### src/rtl/core/lepg_udiv.sv
// Pipelined restoring divider, one quotient bit per stage, sideband carried along.
// Depends on lepg_pkg only through its users; stand-alone logic.
`default_nettype none

module lepg_udiv #(
  parameter int  NUM_W = 17,
  parameter int  DEN_W = 15,
  parameter type side_t = logic
) (
  input  wire logic             clk,
  input  wire logic             rst_n,
  input  wire logic             en,
  input  wire logic             in_valid,
  input  wire logic [NUM_W-1:0] num,
  input  wire logic [DEN_W-1:0] den,
  input  wire side_t            side_in,
  output logic                  out_valid,
  output logic      [NUM_W-1:0] quo,
  output logic      [DEN_W-1:0] rem,
  output side_t                 side_out
);

  logic             valid_r [0:NUM_W];
  logic [DEN_W-1:0] rem_r   [0:NUM_W];
  logic [NUM_W-1:0] num_r   [0:NUM_W];
  logic [DEN_W-1:0] den_r   [0:NUM_W];
  side_t            side_r  [0:NUM_W];

  always_ff @(posedge clk) begin
    if (!rst_n) begin
      valid_r[0] <= 1'b0;
    end else if (en) begin
      valid_r[0] <= in_valid;
      rem_r[0]   <= '0;
      num_r[0]   <= num;
      den_r[0]   <= den;
      side_r[0]  <= side_in;
    end
  end

  for (genvar i = 0; i < NUM_W; i++) begin : g_step
    logic [DEN_W:0]   tr;
    logic [DEN_W:0]   diff;
    logic             ge;
    logic [DEN_W-1:0] rem_nxt;
    logic [NUM_W-1:0] num_nxt;

    // shift in next numerator bit, subtract if it fits
    assign tr      = {rem_r[i], num_r[i][NUM_W-1]};
    assign ge      = tr >= {1'b0, den_r[i]};
    assign diff    = tr - {1'b0, den_r[i]};
    assign rem_nxt = ge ? diff[DEN_W-1:0] : tr[DEN_W-1:0];
    assign num_nxt = {num_r[i][NUM_W-2:0], ge};

    always_ff @(posedge clk) begin
      if (!rst_n) begin
        valid_r[i+1] <= 1'b0;
      end else if (en) begin
        valid_r[i+1] <= valid_r[i];
        rem_r[i+1]   <= rem_nxt;
        num_r[i+1]   <= num_nxt;
        den_r[i+1]   <= den_r[i];
        side_r[i+1]  <= side_r[i];
      end
    end
  end

  assign out_valid = valid_r[NUM_W];
  assign quo       = num_r[NUM_W];
  assign rem       = rem_r[NUM_W];
  assign side_out  = side_r[NUM_W];

endmodule

`default_nettype wire

### config.mk
export PLATFORM = sky130hd
export DESIGN_NAME = lepg_udiv
export DESIGN_NICKNAME = d
export VERILOG_FILES = /design/src/rtl/core/lepg_udiv.sv
export SDC_FILE = /design/constraint.sdc
export NUM_CORES = 1
export LEC_CHECK = 0
export BUFFER_PORTS_ARGS = -buffer_cell sky130_fd_sc_hd__buf_2
export CORE_MARGIN = 2
export CORE_UTILIZATION = 50
export CTS_BUF_LIST = sky130_fd_sc_hd__clkbuf_2 sky130_fd_sc_hd__clkbuf_4 sky130_fd_sc_hd__clkbuf_8
export DETAILED_ROUTE_END_ITERATION = 12
export PLACE_DENSITY = 0.66
export SETUP_SLACK_MARGIN = 0.3
export SKIP_CTS_REPAIR_TIMING = 1
export SYNTH_ARGS = -nofsm -noshare
export SYNTH_HDL_FRONTEND = slang
export SYNTH_SLANG_ARGS = --single-unit
### constraint.sdc
create_clock -name clk -period 63.5 [get_ports clk]
set_clock_uncertainty 0.1 [all_clocks]
set_input_delay 12.7 -clock clk [delete_from_list [all_inputs] [get_ports clk]]
set_output_delay 12.7 -clock clk [all_outputs]
set_load 0.1 [all_outputs]
==> qor.yml <==
status: "complete, no violations"
coreArea_um2: 82100
power.switching_w: 0.000369
combPwrFrac_pct: 15.3
num_io_pins: 71
wl_per_cell_um: 17.2
drt_iter0_markers: 1952
post-route-drc-count: 0
grt_max_degree: 164
first_pass_iters: 5
routed_wl_um: 78100
synth_mux_area_share_pct: 4.40
p_leak_nw: 17.8
synth-simple-area-share_pct: 7.84
hpwl_um: 54600
syn-cell-area_um2: 41500
die-area_um2: 85300
rows: 105
avgSynthCellArea_um2: 13.1
crit_arrival_ps: 16920
async_reset_ff_share_pct: 0
synth_cell_types: 94
viasPerCell: 5.52
clock_latency_ps: 800
synth_top_family_by_area: "compound AO/OA/AOI/OAI gates"
ys.flop_type: "edfxtp_1"
worstPathCellList: "buf_2 -> and2_4 -> buf_4 -> buf_12 -> buf_12 -> buf_4"
startpoint_type: "primary input"
synth_fa_ha_area_share_pct: 8.07
rsz0062_at_grt: "false"
tns_ps: 0
total_power_w: 0.00140
p_int_w: 0.00103
start_util_pct: 50.5
drive_gt1_share_pct: 14.3
clock_path_buffers: 3
cts_inserted_buffers: 145
seqPwrFrac_pct: 48.5
worst_pin_slew_ps: 1140
fin_nets: 3640
htreeDepth: 4
relSlewSlack_pct: 23.7
place.gp.congestion: 0.896
worstPathRequired_ps: 63800
hold_viol_final: 0
synth_compound_area_share_pct: 11.2
gr-total-overflow: 0
grt_pass1_vias: 25200
seqCellArea_um2: 25600
track_usage_pct: 18.5
nFillCells: 6633
fmax_ghz: 0.0602
final_area_um2: 46100
cts.sinks: 852
maxCapViolCount: 0
cts_tree: "built"
fin_crit_sh_pct: 26.2
pwr-share-clk_pct: 36.2
antenna_found_initial: 1
ff2ff_setup_slack_ps: 59740
syn_nets: 3459
synth_edf_count: 851
via_count: 25000
cp_max_fo: 163
hp-class: "flip-flop to flip-flop"
die_h_um: 292
crit_type: "primary input to flip-flop"
antenna_left: 0
powerDensity_nw_per_um2: 30.3
setup_viol: 0
area_growth_pct: 11.0
cts.clk_slew.worst_paths_ps: 60
min_period_ps: 16610
utilization_pct: 56.1
sw_frac_of_total_pct: 26.4
syn_inst: 3164
placed_cell_area_um2: 43100
cp-end-kind: "flip-flop"
holdWs_ps: 308
synth_seq_area_share_pct: 61.6
grt_pass1_wl_um: 128000
die_w_um: 292
yosysWarnings: 0
slew_viol_final: 0
slowest_delay_ps: 890
peakVddDrop_v: 0.0000197
portBuffers: 70
crit_slowest_cell: "buf_4"
cts_root_buffer: "clkbuf_8"
multiInputGateArea_um2: 14400
synth_xor_area_share_pct: 3.19
ys_ff_latch: 852
## worst paths after layout
path              cells after the start                    start                       to
setup / recovery                      6                       en  num_r[17][11]$_DFFE_PP_
hold / removal                        0  num_r[10][15]$_DFFE_PP_  num_r[11][16]$_DFFE_PP_
setup reg to reg                     10   num_r[6][16]$_DFFE_PP_    rem_r[7][2]$_DFFE_PP_
hold reg to reg                       0  num_r[10][15]$_DFFE_PP_  num_r[11][16]$_DFFE_PP_
## stage by stage
step	setup slack [ps]	std cells
3_3_place_gp	46150	4267
3_5_place_dp	45980	4267
6_report	46890	4530
2_1_floorplan	30300	3164
5_1_grt	46440	4530
4_1_cts	46830	4528
## cell usage in the layout (no fill, tap or decap), types with 51 or more instances in the layout
cell type	n
edfxtp_1	851
inv_1	325
ha_1	242
a21oi_1	207
nor2_1	185
o21ai_0	160
nand2_1	146
clkbuf_8	145
mux2_2	112
xnor2_1	97
buf_2	70
a21o_1	62
xor2_1	54
nor2b_1	51
## sequential cells by signal, summed over array words and instances (netlist names)
signal and cells:
den_r 255, num_r 306, rem_r 255, side_r 18, valid_r 18
## synthesized netlist by cell type (22+ instances only)
cell,instances,area share [%]
a21boi_0,22,0.40
a21o_1,62,1.1
a21oi_1,208,2.5
edfxtp_1,851,62
nor3_1,35,0.42
o21ai_0,160,1.9
xor2_1,54,1.1
nand4_1,35,0.53
nor2_1,185,1.7
clkbuf_1,28,0.25
mux2i_1,33,0.80
ha_1,242,7.3
nand2_1,146,1.3
xnor2_1,97,2.0
and3_1,33,0.50
nor2b_1,51,0.77
mux2_2,112,3.0
nand2b_1,42,0.63
o21a_1,37,0.67
nand3_1,40,0.48
inv_1,325,2.9
## worst max-delay path: cells and delay by family
family	cells	cell delay, ps
buffers and inverters	5	3260
AND/OR/NAND/NOR	1	690
## layer usage
| metal | track usage (%) | vias to the layer above | part of all wire (%) |
|---|---|---|---|
| met5 | 0 | - | 0 |
| li1 | - | 12200 | - |
| met2 | 28.9 | 623 | 45 |
| met1 | 25.7 | 12000 | 47 |
| met4 | 7.23 | 0 | 2.9 |
| met3 | 3.67 | 176 | 5.0 |
## power by group through the flow
stage               sequential, W  clock, W  combinational [W]
floorplan                0.000712         0           0.000158
global placement         0.000688         0           0.000203
detailed placement       0.000689         0           0.000210
CTS                      0.000678  0.000523           0.000212
global route             0.000680  0.000547           0.000236
finish                   0.000677  0.000505           0.000213
## logic make-up after synthesis
family | count (synthesis)
compound gates | 710
xor+xnor | 151
fa+ha+maj | 258
buf+inv | 379
flops | 852
mux | 164
simple gates | 650
## final cells by class
type / instances / share of cell area (%)
sequential: 852 / 55.5
multi-input combinational: 1933 / 31.3
clock buffer: 186 / 5.00
tap: 1070 / 2.91
inverter: 327 / 2.66
clock inverter: 75 / 1.53
timing repair buffer: 86 / 1.08
antenna: 1 / 0.00543
Power figures use the tool's default switching activity.
